$ cat config.mk
export PLATFORM = sky130hd
export DESIGN_NAME = regex_style_pretokenizer
export DESIGN_NICKNAME = d
export VERILOG_FILES = /design/src/design/rgxpt_pkg.sv /design/src/design/rgxpt_front.sv /design/src/design/rgxpt_scan.sv /design/src/design/rgxpt_span_fifo.sv /design/src/design/regex_style_pretokenizer.sv
export VERILOG_INCLUDE_DIRS = /design/src /design/src/design
export SDC_FILE = /design/constraint.sdc
export NUM_CORES = 1
export LEC_CHECK = 0
export BUFFER_PORTS_ARGS = -buffer_cell sky130_fd_sc_hd__buf_2
export CORE_MARGIN = 3
export CORE_UTILIZATION = 67
export DETAILED_ROUTE_END_ITERATION = 8
export GPL_TIMING_DRIVEN = 0
export PLACE_DENSITY_LB_ADDON = 0.08
export RECOVER_POWER = 100
export SYNTH_ARGS = -nofsm -noshare
export SYNTH_HDL_FRONTEND = slang
export SYNTH_SLANG_ARGS = --single-unit
$ cat constraint.sdc
create_clock -name clock -period 13 [get_ports clock]
set_clock_uncertainty 0.1 [all_clocks]
set_input_delay 2.6 -clock clock [delete_from_list [all_inputs] [get_ports clock]]
set_output_delay 2.6 -clock clock [all_outputs]
set_load 0.005 [all_outputs]
$ cat src/design/regex_style_pretokenizer_macros.svh
// Assertion macros used by the pretokenizer top level.
`ifndef REGEX_STYLE_PRETOKENIZER_MACROS_SVH
`define REGEX_STYLE_PRETOKENIZER_MACROS_SVH

// Condition a implies condition b in the same cycle, outside reset.
`define RGX_ASSERT_IMPLY(lbl, clk, rst, a, b) \
   lbl: assert property (@(posedge clk) disable iff (rst) (a) |-> (b)) \
      else $error("pretokenizer check failed");

// Condition a implies condition b in the following cycle, outside reset.
`define RGX_ASSERT_NEXT(lbl, clk, rst, a, b) \
   lbl: assert property (@(posedge clk) disable iff (rst) (a) |=> (b)) \
      else $error("pretokenizer check failed");

// Condition b holds in the cycle after reset is applied.
`define RGX_ASSERT_AFTER_RESET(lbl, clk, rst, b) \
   lbl: assert property (@(posedge clk) (rst) |=> (b)) \
      else $error("pretokenizer check failed");

`endif

$ cat src/design/rgxpt_pkg.sv
// Types, constants and byte classification shared by the pretokenizer modules.
`timescale 1ns / 1ps

package rgxpt_pkg;

   // Sizes of the block.
   localparam int MAX_TEXT_DEFAULT = 65536;
   localparam int QUEUE_DEPTH      = 4;
   localparam int QUEUE_IDX_W      = 2;
   localparam int QUEUE_CNT_W      = 3;
   localparam int OUT_DEPTH        = 4;
   localparam int OUT_PTR_W        = 2;
   localparam int OUT_CNT_W        = 3;
   localparam int CSR_ADDR_W       = 3;
   localparam int CSR_DATA_W       = 32;
   localparam int LIMIT_W          = 17;
   localparam int POS_W            = 17;
   localparam int OFFSET_W         = 16;

   // Register map.
   localparam logic [0:0] REG_SPAN_LIMIT = 1'b0;
   localparam logic [LIMIT_W-1:0] SPAN_LIMIT_RESET = 17'h10000;

   // Kinds of open run.
   localparam logic [1:0] RUN_NONE   = 2'd0;
   localparam logic [1:0] RUN_LETTER = 2'd1;
   localparam logic [1:0] RUN_DIGIT  = 2'd2;
   localparam logic [1:0] RUN_WS     = 2'd3;

   localparam logic [1:0] MAX_DIGITS = 2'd3;

   // Character codes.
   localparam logic [7:0] CH_SPACE   = 8'h20;
   localparam logic [7:0] CH_APOS    = 8'h27;
   localparam logic [7:0] CH_TAB     = 8'h09;
   localparam logic [7:0] CH_LF      = 8'h0A;
   localparam logic [7:0] CH_CR      = 8'h0D;
   localparam logic [7:0] CH_ZERO    = 8'h30;
   localparam logic [7:0] CH_NINE    = 8'h39;
   localparam logic [7:0] CH_A_LOWER = 8'h61;
   localparam logic [7:0] CH_Z_LOWER = 8'h7A;
   localparam logic [7:0] CH_D       = 8'h64;
   localparam logic [7:0] CH_E       = 8'h65;
   localparam logic [7:0] CH_L       = 8'h6C;
   localparam logic [7:0] CH_M       = 8'h6D;
   localparam logic [7:0] CH_R       = 8'h72;
   localparam logic [7:0] CH_S       = 8'h73;
   localparam logic [7:0] CH_T       = 8'h74;
   localparam logic [7:0] CH_V       = 8'h76;
   localparam logic [7:0] CASE_BIT   = 8'h20;
   localparam logic [7:0] LEAD_THREE = 8'hE0;
   localparam logic [7:0] LEAD_FOUR  = 8'hF0;

   // One input item.
   typedef struct packed {
      logic [7:0] text_byte;
      logic       last_byte;
   } req_item_type;

   // One result item.
   typedef struct packed {
      logic [15:0] span_offset;
      logic [16:0] span_length;
      logic        last_span;
   } rsp_item_type;

   // Classified text byte as held in the queue between front and back.
   typedef struct packed {
      logic       is_letter;
      logic       is_digit;
      logic       is_ws;
      logic       is_apos;
      logic       is_space;
      logic       is_short;
      logic       fold_r;
      logic       fold_v;
      logic       fold_l;
      logic       fold_e;
      logic [1:0] extra;
      logic       is_end;
   } byte_info_type;

   // The three oldest queue entries and the fill level, as the back sees them.
   typedef struct packed {
      byte_info_type [2:0]    entry;
      logic [QUEUE_CNT_W-1:0] fill;
   } queue_view_type;

   // Spans written into the result queue in the same cycle, oldest in slot 0.
   typedef struct packed {
      logic [1:0]         count;
      rsp_item_type [1:0] span;
   } emit_type;

   // Works out everything the scanner needs to know about one byte.
   function automatic byte_info_type classify(input logic [7:0] b, input logic at_end);
      byte_info_type info;
      logic [7:0]    folded;
      folded         = b | CASE_BIT;
      info.is_letter = b[7] || (folded >= CH_A_LOWER && folded <= CH_Z_LOWER);
      info.is_digit  = (b >= CH_ZERO) && (b <= CH_NINE);
      info.is_ws     = (b == CH_SPACE) || (b == CH_TAB) || (b == CH_LF) || (b == CH_CR);
      info.is_apos   = (b == CH_APOS);
      info.is_space  = (b == CH_SPACE);
      info.is_short  = (folded == CH_S) || (folded == CH_T) || (folded == CH_M) ||
                       (folded == CH_D);
      info.fold_r    = (folded == CH_R);
      info.fold_v    = (folded == CH_V);
      info.fold_l    = (folded == CH_L);
      info.fold_e    = (folded == CH_E);
      priority if (!b[7]) begin
         info.extra = 2'd0;
      end else if (b < LEAD_THREE) begin
         info.extra = 2'd1;
      end else if (b < LEAD_FOUR) begin
         info.extra = 2'd2;
      end else begin
         info.extra = 2'd3;
      end
      info.is_end = at_end;
      return info;
   endfunction

   // Packs the fields of one result item.
   function automatic rsp_item_type make_span(input logic [15:0] off,
                                              input logic [16:0] len,
                                              input logic last);
      rsp_item_type s;
      s.span_offset = off;
      s.span_length = len;
      s.last_span   = last;
      return s;
   endfunction

endpackage

$ cat src/design/rgxpt_front.sv
// Front part: accepts text bytes, tracks the text length, classifies and queues bytes.
`timescale 1ns / 1ps

module rgxpt_front #(
   parameter int MAX_TEXT = rgxpt_pkg::MAX_TEXT_DEFAULT
) (
   input  logic                      clock,
   input  logic                      reset,
   input  logic                      push,
   output logic                      full,
   input  rgxpt_pkg::req_item_type   req_data,
   input  logic [1:0]                pop_count,
   output rgxpt_pkg::queue_view_type view
);

   localparam int CNT_W = $clog2(MAX_TEXT);
   localparam int IDX_W = rgxpt_pkg::QUEUE_IDX_W;
   localparam int QCW   = rgxpt_pkg::QUEUE_CNT_W;
   localparam int DEPTH = rgxpt_pkg::QUEUE_DEPTH;
   localparam logic [CNT_W-1:0] LAST_POS = CNT_W'(MAX_TEXT - 1);

   rgxpt_pkg::byte_info_type entry_ff [DEPTH];
   rgxpt_pkg::byte_info_type entry_in [DEPTH];
   logic [QCW-1:0]   fill_ff, fill_in, remain;
   logic [CNT_W-1:0] count_ff, count_in;
   logic             trunc_ff, trunc_in;
   logic             accept, store, at_end;

   // An item is stored unless the text already ran past its maximum length.
   assign full   = (fill_ff == QCW'(DEPTH));
   assign accept = push && !full;
   assign store  = accept && !trunc_ff;
   assign at_end = req_data.last_byte || (count_ff == LAST_POS);
   assign remain = fill_ff - QCW'(pop_count);

   // Shift out the bytes the back consumed and append the new byte.
   always_comb begin
      entry_in = entry_ff;
      for (int i = 0; i < DEPTH; i++) begin
         if (i + int'(pop_count) < DEPTH) begin
            entry_in[i] = entry_ff[IDX_W'(i + int'(pop_count))];
         end
      end
      if (store) begin
         entry_in[remain[IDX_W-1:0]] = rgxpt_pkg::classify(req_data.text_byte, at_end);
      end
      fill_in = remain + QCW'(store);
   end

   // Byte counter within the text; bytes past the length limit are dropped.
   always_comb begin
      count_in = count_ff;
      trunc_in = trunc_ff;
      if (store) begin
         if (at_end) begin
            count_in = '0;
            trunc_in = !req_data.last_byte;
         end else begin
            count_in = count_ff + CNT_W'(1);
         end
      end else if (accept && req_data.last_byte) begin
         trunc_in = 1'b0;
      end
   end

   always_ff @(posedge clock) begin
      if (reset) begin
         fill_ff  <= '0;
         count_ff <= '0;
         trunc_ff <= 1'b0;
      end else begin
         fill_ff  <= fill_in;
         count_ff <= count_in;
         trunc_ff <= trunc_in;
      end
   end

   always_ff @(posedge clock) begin
      entry_ff <= entry_in;
   end

   // The back looks at the three oldest entries.
   always_comb begin
      view.fill = fill_ff;
      for (int i = 0; i < 3; i++) begin
         view.entry[i] = entry_ff[i];
      end
   end

endmodule

$ cat src/design/rgxpt_scan.sv
// Back part: scans classified bytes, tracks the open run and emits spans.
`timescale 1ns / 1ps

module rgxpt_scan (
   input  logic                      clock,
   input  logic                      reset,
   input  rgxpt_pkg::queue_view_type view,
   input  logic [16:0]               span_limit,
   input  logic                      room,
   output logic [1:0]                pop_count,
   output rgxpt_pkg::emit_type       emit
);

   localparam int PW = rgxpt_pkg::POS_W;

   logic [1:0]    kind_ff, kind_in;
   logic [PW-1:0] start_ff, start_in;
   logic [1:0]    digits_ff, digits_in;
   logic [1:0]    skip_ff, skip_in;
   logic [PW-1:0] pos_ff, pos_in;
   logic [16:0]   spans_ff, spans_in;

   rgxpt_pkg::byte_info_type e0, e1, e2;
   logic       have1, have2, go, done;
   logic       cont, term, halt, text_end, b_emit, slot;
   logic [1:0] b_len;

   assign e0    = view.entry[0];
   assign e1    = view.entry[1];
   assign e2    = view.entry[2];
   assign have1 = (view.fill >= 3'd2);
   assign have2 = (view.fill >= 3'd3);
   assign go    = (view.fill != '0) && room;
   assign done  = (spans_ff >= span_limit);

   always_comb begin
      kind_in   = kind_ff;
      start_in  = start_ff;
      digits_in = digits_ff;
      skip_in   = skip_ff;
      pos_in    = pos_ff;
      spans_in  = spans_ff;
      pop_count = 2'd0;
      emit      = '0;
      cont      = 1'b0;
      term      = 1'b0;
      halt      = 1'b0;
      text_end  = 1'b0;
      b_emit    = 1'b0;
      b_len     = 2'd1;
      slot      = 1'b0;
      if (go) begin
         if (done) begin
            // Span limit reached: drop bytes up to the end of the text.
            pop_count = 2'd1;
            text_end  = e0.is_end;
         end else begin
            // Does the head byte extend the open run?
            unique case (kind_ff)
               rgxpt_pkg::RUN_LETTER: begin
                  if (skip_ff != 2'd0) begin
                     skip_in = skip_ff - 2'd1;
                     cont    = 1'b1;
                  end else if (e0.is_letter) begin
                     skip_in = e0.extra;
                     cont    = 1'b1;
                  end else begin
                     term = 1'b1;
                  end
               end
               rgxpt_pkg::RUN_DIGIT: begin
                  if (e0.is_digit && digits_ff != rgxpt_pkg::MAX_DIGITS) begin
                     digits_in = digits_ff + 2'd1;
                     cont      = 1'b1;
                  end else begin
                     term = 1'b1;
                  end
               end
               rgxpt_pkg::RUN_WS: begin
                  if (e0.is_ws) begin
                     cont = 1'b1;
                  end else begin
                     term = 1'b1;
                  end
               end
               rgxpt_pkg::RUN_NONE: begin
               end
            endcase

            if (cont) begin
               // Run goes on; at the text end it is flushed, clamped there.
               pop_count = 2'd1;
               if (e0.is_end) begin
                  emit.span[0] = rgxpt_pkg::make_span(start_ff[15:0],
                                                      pos_ff + 17'd1 - start_ff, 1'b1);
                  emit.count   = 2'd1;
                  spans_in     = spans_ff + 17'd1;
                  text_end     = 1'b1;
               end
            end else begin
               // Otherwise the head byte closes any open run.
               if (term) begin
                  emit.span[0] = rgxpt_pkg::make_span(start_ff[15:0], pos_ff - start_ff,
                                                      spans_ff + 17'd1 == span_limit);
                  emit.count   = 2'd1;
                  spans_in     = spans_ff + 17'd1;
                  kind_in      = rgxpt_pkg::RUN_NONE;
                  halt         = (spans_ff + 17'd1 == span_limit);
                  slot         = 1'b1;
               end
               // With no run open, start whatever the head byte begins.
               if (!halt) begin
                  priority if (e0.is_apos) begin
                     priority if (!e0.is_end && !have1) begin
                        pop_count = 2'd0;
                     end else if (!e0.is_end && e1.is_short) begin
                        b_emit    = 1'b1;
                        b_len     = 2'd2;
                        pop_count = 2'd2;
                        text_end  = e1.is_end;
                     end else if (!e0.is_end && !e1.is_end && !have2) begin
                        pop_count = 2'd0;
                     end else if (!e0.is_end && !e1.is_end &&
                                  ((e1.fold_r && e2.fold_e) || (e1.fold_v && e2.fold_e) ||
                                   (e1.fold_l && e2.fold_l))) begin
                        b_emit    = 1'b1;
                        b_len     = 2'd3;
                        pop_count = 2'd3;
                        text_end  = e2.is_end;
                     end else begin
                        b_emit    = 1'b1;
                        pop_count = 2'd1;
                        text_end  = e0.is_end;
                     end
                  end else if (e0.is_space) begin
                     if (e0.is_end || have1) begin
                        start_in  = pos_ff;
                        pop_count = 2'd1;
                        priority if (!e0.is_end && e1.is_letter) begin
                           kind_in = rgxpt_pkg::RUN_LETTER;
                           skip_in = 2'd0;
                        end else if (!e0.is_end && e1.is_digit) begin
                           kind_in   = rgxpt_pkg::RUN_DIGIT;
                           digits_in = 2'd0;
                        end else begin
                           kind_in = rgxpt_pkg::RUN_WS;
                        end
                        b_emit   = e0.is_end;
                        text_end = e0.is_end;
                     end
                  end else if (e0.is_letter || e0.is_digit || e0.is_ws) begin
                     start_in  = pos_ff;
                     pop_count = 2'd1;
                     priority if (e0.is_letter) begin
                        kind_in = rgxpt_pkg::RUN_LETTER;
                        skip_in = e0.extra;
                     end else if (e0.is_digit) begin
                        kind_in   = rgxpt_pkg::RUN_DIGIT;
                        digits_in = 2'd1;
                     end else begin
                        kind_in = rgxpt_pkg::RUN_WS;
                     end
                     b_emit   = e0.is_end;
                     text_end = e0.is_end;
                  end else begin
                     b_emit    = 1'b1;
                     pop_count = 2'd1;
                     text_end  = e0.is_end;
                  end
               end
               // A span that starts at the head byte.
               if (b_emit) begin
                  emit.span[slot] = rgxpt_pkg::make_span(pos_ff[15:0], 17'(b_len),
                                                         spans_in + 17'd1 == span_limit);
                  emit.count      = emit.count + 2'd1;
                  spans_in        = spans_in + 17'd1;
               end
            end
         end

         // The final span of a text is flagged, and the text state is cleared.
         if (text_end) begin
            if (emit.count == 2'd2) begin
               emit.span[1].last_span = 1'b1;
            end else if (emit.count == 2'd1) begin
               emit.span[0].last_span = 1'b1;
            end
            kind_in   = rgxpt_pkg::RUN_NONE;
            start_in  = '0;
            digits_in = 2'd0;
            skip_in   = 2'd0;
            pos_in    = '0;
            spans_in  = '0;
         end else begin
            pos_in = pos_ff + PW'(pop_count);
         end
      end
   end

   always_ff @(posedge clock) begin
      if (reset) begin
         kind_ff   <= rgxpt_pkg::RUN_NONE;
         start_ff  <= '0;
         digits_ff <= 2'd0;
         skip_ff   <= 2'd0;
         pos_ff    <= '0;
         spans_ff  <= '0;
      end else begin
         kind_ff   <= kind_in;
         start_ff  <= start_in;
         digits_ff <= digits_in;
         skip_ff   <= skip_in;
         pos_ff    <= pos_in;
         spans_ff  <= spans_in;
      end
   end

endmodule

$ cat src/design/rgxpt_span_fifo.sv
// Result queue: takes up to two spans a cycle and hands out one span a cycle on pop.
`timescale 1ns / 1ps

module rgxpt_span_fifo (
   input  logic                    clock,
   input  logic                    reset,
   input  rgxpt_pkg::emit_type     emit,
   input  logic                    pop,
   output logic                    empty,
   output logic                    room,
   output rgxpt_pkg::rsp_item_type rsp_data
);

   localparam int PTR_W = rgxpt_pkg::OUT_PTR_W;
   localparam int CNT_W = rgxpt_pkg::OUT_CNT_W;
   localparam int DEPTH = rgxpt_pkg::OUT_DEPTH;

   rgxpt_pkg::rsp_item_type slot_ff [DEPTH];
   logic [PTR_W-1:0] wr_ff, wr_in, rd_ff, rd_in;
   logic [CNT_W-1:0] count_ff, count_in;
   logic             take;

   assign empty    = (count_ff == '0);
   assign room     = (count_ff <= CNT_W'(DEPTH - 2));
   assign take     = pop && !empty;
   assign rsp_data = slot_ff[rd_ff];

   // Pointer and fill bookkeeping.
   always_comb begin
      wr_in    = wr_ff + PTR_W'(emit.count);
      rd_in    = rd_ff + PTR_W'(take);
      count_in = count_ff + CNT_W'(emit.count) - CNT_W'(take);
   end

   always_ff @(posedge clock) begin
      if (reset) begin
         wr_ff    <= '0;
         rd_ff    <= '0;
         count_ff <= '0;
      end else begin
         wr_ff    <= wr_in;
         rd_ff    <= rd_in;
         count_ff <= count_in;
      end
   end

   // Store the new spans in arrival order.
   always_ff @(posedge clock) begin
      if (emit.count != 2'd0) begin
         slot_ff[wr_ff] <= emit.span[0];
      end
      if (emit.count == 2'd2) begin
         slot_ff[wr_ff + PTR_W'(1)] <= emit.span[1];
      end
   end

endmodule

$ cat src/design/regex_style_pretokenizer.sv
// Top level of the pretokenizer: register port, front, scanner and result queue.
`timescale 1ns / 1ps

// Streaming pretokenizer that cuts text into spans (contractions, letter runs,
// digit groups, whitespace runs, single bytes) and reports offset and length.
// Input: one text byte per item over push/full; last_byte closes the text.
// Results: spans over empty/pop, oldest first; last_span marks the final span
// of a text and the span that reaches the span limit.
// Throughput: one byte per cycle sustained while full is low; the scanner
// consumes up to three queued bytes a cycle and writes up to two spans a cycle
// into a four-entry result queue that drains one span a cycle while popped.
// With both queues empty, the byte that decides a span is registered in the byte
// queue, the scanner emits the span, and the result queue registers it onto the
// result ports. A run waits for the byte after its end, an apostrophe waits for up
// to two following bytes and a space for one, unless the text ends first.
// When the receiver stalls, the result queue fills, the scanner holds, and
// full rises once the four-entry byte queue is full.
// Reset clears all text state, empties both queues and sets the span limit
// to 65536. The span limit register sits at byte address 0.
module regex_style_pretokenizer #(
   parameter int MAX_TEXT = rgxpt_pkg::MAX_TEXT_DEFAULT
) (
   input  logic                                 clock,
   input  logic                                 reset,
   input  logic                                 push,
   output logic                                 full,
   input  rgxpt_pkg::req_item_type              req_data,
   output logic                                 empty,
   input  logic                                 pop,
   output rgxpt_pkg::rsp_item_type              rsp_data,
   input  logic                                 psel,
   input  logic                                 penable,
   input  logic                                 pwrite,
   input  logic [rgxpt_pkg::CSR_ADDR_W-1:0]     paddr,
   input  logic [rgxpt_pkg::CSR_DATA_W-1:0]     pwdata,
   output logic [rgxpt_pkg::CSR_DATA_W-1:0]     prdata,
   output logic                                 pready
);

`include "regex_style_pretokenizer_macros.svh"

   localparam int DW = rgxpt_pkg::CSR_DATA_W;
   localparam int AW = rgxpt_pkg::CSR_ADDR_W;

   logic [rgxpt_pkg::LIMIT_W-1:0] span_limit_ff, span_limit_in;
   logic                      csr_write;
   logic [AW-3:0]             csr_index;
   rgxpt_pkg::queue_view_type view;
   rgxpt_pkg::emit_type       emit;
   logic [1:0]                pop_count;
   logic                      room;

   // Register port.
   assign pready    = 1'b1;
   assign csr_write = psel && penable && pwrite && pready;
   assign csr_index = paddr[AW-1:2];
   assign prdata    = (csr_index == rgxpt_pkg::REG_SPAN_LIMIT) ? DW'(span_limit_ff) : '0;

   always_comb begin
      span_limit_in = span_limit_ff;
      if (csr_write && csr_index == rgxpt_pkg::REG_SPAN_LIMIT) begin
         span_limit_in = pwdata[rgxpt_pkg::LIMIT_W-1:0];
      end
   end

   always_ff @(posedge clock) begin
      if (reset) begin
         span_limit_ff <= rgxpt_pkg::SPAN_LIMIT_RESET;
      end else begin
         span_limit_ff <= span_limit_in;
      end
   end

   // Byte intake and classification.
   rgxpt_front #(
      .MAX_TEXT (MAX_TEXT)
   ) u_front (
      .clock     (clock),
      .reset     (reset),
      .push      (push),
      .full      (full),
      .req_data  (req_data),
      .pop_count (pop_count),
      .view      (view)
   );

   // Span scanner.
   rgxpt_scan u_scan (
      .clock      (clock),
      .reset      (reset),
      .view       (view),
      .span_limit (span_limit_ff),
      .room       (room),
      .pop_count  (pop_count),
      .emit       (emit)
   );

   // Result queue.
   rgxpt_span_fifo u_fifo (
      .clock    (clock),
      .reset    (reset),
      .emit     (emit),
      .pop      (pop),
      .empty    (empty),
      .room     (room),
      .rsp_data (rsp_data)
   );

   // Checks on the cooperation of the parts.
   `RGX_ASSERT_IMPLY(a_length_nonzero, clock, reset, !empty, rsp_data.span_length != '0)
   `RGX_ASSERT_IMPLY(a_pop_in_queue, clock, reset, pop_count != 2'd0, pop_count <= view.fill)
   `RGX_ASSERT_IMPLY(a_emit_has_room, clock, reset, emit.count != 2'd0, room)
   `RGX_ASSERT_AFTER_RESET(a_reset_idle, clock, reset, empty && !full)

endmodule

# After elaboration in Yosys (flattened, before gate mapping)
# Memory sizes are Yosys's and may differ from the RTL's. A register that Yosys moved wholly into a read port is not among the register bits.
# Cells that the tools add are included.
dict set report word_totals {
  register_bits 153
  output_inout_bits 69
  inputBits 51
  elab_cells 377
  mem_count 1
  ram_bits 136
}
# memory words width rd rd_ports_with_merged_regs write_ports line_no
set mem_list {}
lappend mem_list {u_fifo.slot_ff 4 34 1 1 2 rgxpt_span_fifo.sv:18} ;# rgxpt_pkg::rsp_item_type slot_ff [DEPTH];
dict set report op_classes {
  n_mux 181
  n_eq_ne 31
  bitwise_logic 6
  n_reduce_logical 55
  n_addsub 20
  order_cmp 22
}
# cell n
set op_table {}
lappend op_table {{$mux W17} 19}
lappend op_table {{$mux W70} 4}
lappend op_table {{$mux W34} 8}
lappend op_table {{$mux W13} 13}
lappend op_table {{$mux W2} 64}
lappend op_table {{$bmux W13 S2} 4}
lappend op_table {{$lt A32 B4 Y1 const B} 3}
lappend op_table {{$bwmux W68} 1}
lappend op_table {{$mux W1} 61}
lappend op_table {{$eq A7 B6 Y1 const B} 8}
lappend op_table {{$bwmux W52} 1}
lappend op_table {{$mux W52} 1}
lappend op_table {{$add A17 B1 Y17 const B} 3}
lappend op_table {{$demux W34 S1} 1}
lappend op_table {{$eq A17 B17 Y1} 2}
lappend op_table {{$sub A17 B17 Y17} 2}
lappend op_table {{$demux W13 S2} 1}
lappend op_table {{$eq A8 B4 Y1 const B} 3}
lappend op_table {{$logic_and A1 B1 Y1} 23}
lappend op_table {{$add A17 B2 Y17} 1}
lappend op_table {{$ge A17 B17 Y1} 1}
lappend op_table {{$add A16 B1 Y16 const B} 1}
lappend op_table {{$eq A16 B16 Y1 const B} 1}
lappend op_table {{$eq A8 B6 Y1 const B} 2}
lappend op_table {{other kinds (43)} 87}

# Depth between registers and ports, before layout
dict set report logic_depth {
  ltp_word 27
  depth_mapped 21
  ltp_nobuf 19
}

# Modules after synthesis
# A second synthesis with hierarchy kept.
dict set report unflattened {
  cells_unflattened 2055
  hier_area_um2 20617.3
}
# mod area_each_um2 seq_area_each_um2 cells_each n_inst
set modules_own_cells {}
lappend modules_own_cells {rgxpt_scan 7826.3 1141.1 1091 1}
lappend modules_own_cells {rgxpt_span_fifo 7010.5 4224.1 374 1}
lappend modules_own_cells {rgxpt_front 4754.6 1441.4 480 1}
lappend modules_own_cells {regex_style_pretokenizer 1026.0 340.3 110 1}

# Worst setup path before layout
# Ideal clock, no wire load.
dict set report synth_timing {
  kind {register -> register}
  start {register u_scan.spans_ff[1]}
  end {memory u_fifo.slot_ff[3][0] (netlist bit), enable pin}
  period_less_slack_ns 6.302
  required_time_ns 12.422
  path_buffers 1
  arrival_time_ns 5.724
  stages_incl_launch_ff 14
  setup_time_ns 0.478
  path_slack_ns 6.698
  path_cell_list {dfxtp_1 -> ha_1 -> nand3_1 -> nor4_2 -> xor2_1 -> a22oi_1 -> and4_1 -> a21oi_1 -> clkbuf_1 -> ha_1 -> inv_1 -> nand3_1 -> or3_1 -> a21boi_0}
}
# element line_no
set synth_rtl {}
lappend synth_rtl {{start: declaration} rgxpt_scan.sv:21} ;# logic [16:0] spans_ff, spans_in;
lappend synth_rtl {{start signal: assignment} rgxpt_scan.sv:214} ;# spans_ff <= spans_in;
lappend synth_rtl {{end: declaration} rgxpt_span_fifo.sv:18}

==> flow_summary.ini <==
[layout]
fin_cells = 2714
final_core_util = 0.757
fillCellCount = 2009
final_nets = 2446
area.growth.synth_to_final_pct = 10.1
layout-drive-gt1-share = 0.101

[place]
gp_congestion = 1.06
placed_cells = 2655
dp_hpwl_mm = 44.3
port_buffers = 83

[worst_setup_path]
crit_required_ps = 13090
reg2regPathDepth = 16
path_max_fanout = 18
worstSetupPathType = reg -> reg
startpoint_type = register
cp-startpoint = u_scan.spans_ff[1]$_SDFFE_PP0P_
endpoint_kind = register
r2r-start = u_scan.spans_ff[1]$_SDFFE_PP0P_
cp_data_arrival_time_ps = 8800

[power]
power_w = 0.00421
powerDensity_nw_per_um2 = 197
leakagePower_nw = 7.50
ir_drop_v = 0.000250

[die]
die_area_sq_um = 31000
initial_core_util = 0.688
die_h_um = 176
fp.dieW_um = 176
core_region_area_sq_um = 28200
io_pins = 120
rows = 61

[clocking]
path_clk_slew_ps = 60
post_cts.repair.setup_buffers = 0
ctsResizeCount = 0
cts_buffer_depth = 3
cts_made_buffers = 31
cts_sinks = 289
cts_tree = built
htreeDepth = 1
cts_hold_repair.buffers = 0
clk_latency_ps = 580
root_buffer = clkbuf_16

[yosys]
synth_edf_count = 136
synth_cells = 2175
ys_warn_count = 0
syn_area_sq_um = 19400
yosys-top-cells-area = edfxtp_1 (21%), dfxtp_1 (16%), mux4_2 (5.5%)
yosysMostFrequentCell = nand2_1
synth_ff_type = dfxtp_1
ys_ff_latch = 289
syn_avg_cell_area_sq_um = 8.91
ys_types = 99
synthArstFlopShare = 0
yosysTopAreaCell = edfxtp_1
ys_seq_area_frac = 0.369
synth.top_cell.area_share = 0.211
synth_common_cells = nand2_1 (268), nor2_1 (177), dfxtp_1 (153), a21oi_1 (149)

[drt]
wl_per_cell_um = 22.4
num_vias = 18400
drc = 0
drtIter0Drc = 2677
postRouteAntennaNets = 0
wl_mm = 60.9
drt-pass1-iter-count = 7
viasPerCell = 6.78

[global_routing]
grt_pass1_vias = 18000
antenna_found_initial = 1
grt_start_max_net_pins = 23
grt-ovfl-total = 0
grt_pass1_wl_mm = 96.0
grt.total_usage = 0.387

[timing]
fin_crit_ps = 8720
relSlewSlack = -1.02
tns_ps = 0
fin_crit_sh = 0.670
hold_violations = 0
fmax_mhz = 115
tightest_slew_ps = 3000
drv_slew = 83
setup_viol = 0
rsz0062_at_grt = false

[worst_hold_path]
hold_path_class = reg -> reg
holdPathStages = 2
worstHoldStart = u_scan.digits_ff[1]$_SDFFE_PP0P_

[status]
outcome = complete, but fails checks
violations = capacitance limit, slew limit

[job]
maxCapViolations = 5
## routing by layer
metal | global-route usage | part of all wire | vias up
met1 | 0.497 | 0.37 | 8587
met3 | 0.0802 | 0.12 | 265
met2 | 0.628 | 0.46 | 1374
met5 | 0 | 0.00021 | -
li1 | - | - | 8161
met4 | 0.187 | 0.053 | 2
## layout make-up
cell class                      instances  area, sq um  share of cell area
Inverter                              105          397              0.0186
Tap cell                              378          473              0.0222
Clock inverter                         15          219              0.0103
Clock buffer                           43          851              0.0399
Multi-Input combinational cell       1640        11100               0.522
Buffer                                155          704              0.0330
Sequential cell                       289         7150               0.335
Timing Repair Buffer                   88          403              0.0189
Antenna cell                            1         2.50            0.000117
## worst max-delay path: stages (launching register included)
cell,delay (ps)
dfxtp_1,550
ha_1,290
nand3_1,400
nor4_1,850
xor2_1,190
a22oi_1,130
and4_1,210
a21oi_1,530
clkbuf_1,680
ha_1,380
inv_1,80
nand3_1,200
nor3b_1,410
nand4b_1,590
clkbuf_1,440
o21ai_0,1160
clkbuf_1,1100
## where the power goes
part / switching (W) / internal [W]
clock: 0.000376 / 0.000558
combinational: 0.00121 / 0.000739
sequential: 0.000142 / 0.00118
## cell usage in the layout, fill, tap and decap left out, types with 27 or more instances in the layout
| cell | n |
|---|---|
| dfxtp_1 | 153 |
| ha_1 | 67 |
| nor2_1 | 177 |
| a21oi_1 | 150 |
| clkbuf_1 | 146 |
| nand3_1 | 50 |
| and2_1 | 27 |
| o21ai_0 | 147 |
| inv_1 | 104 |
| a211oi_1 | 33 |
| nand2_1 | 268 |
| mux4_2 | 47 |
| nor3_1 | 54 |
| clkbuf_16 | 31 |
| edfxtp_1 | 136 |
| nand4_1 | 44 |
| xnor2_1 | 82 |
| xor2_1 | 32 |
| buf_2 | 64 |
| nor2b_1 | 31 |
| mux2i_1 | 42 |
## worst paths after layout
path              slack (ps)                          endpoint
setup / recovery        4280   u_fifo.slot_ff[2][29]$_DFFE_PP_
hold / removal           380  u_scan.digits_ff[1]$_SDFFE_PP0P_
setup reg to reg        4280   u_fifo.slot_ff[2][29]$_DFFE_PP_
hold reg to reg          380  u_scan.digits_ff[1]$_SDFFE_PP0P_
## stage by stage
step	area (sq um)	setup WS, ps	hold slack [ps]
global route	21300	4080	385
detailed placement	20500	6420	364
global placement	20300	3470	357
floorplan	19400	6700	344
CTS	21500	6430	373
finish	21300	4280	379
## logic make-up after synthesis
family                   share of synthesized area
XOR/XNOR                                    0.0527
buffers and inverters                       0.0571
flip-flops                                   0.369
multiplexers                                0.0810
adder cells (fa/ha/maj)                     0.0618
other                                     0.000387
AO/OA/AOI/OAI                                0.175
AND/OR/NAND/NOR                              0.203
## flip-flops by register name (all words and copies together), names as in the netlist, 3 cells and up
signal	cells
u_fifo.count_ff	3
u_scan.start_ff	17
u_front.count_ff	16
u_front.fill_ff	3
span_limit_ff	17
u_scan.pos_ff	17
u_scan.spans_ff	17
u_front.entry_ff	13
u_front.view	39
u_fifo.slot_ff	136
No activity file was read; power rests on OpenSTA's default activity.
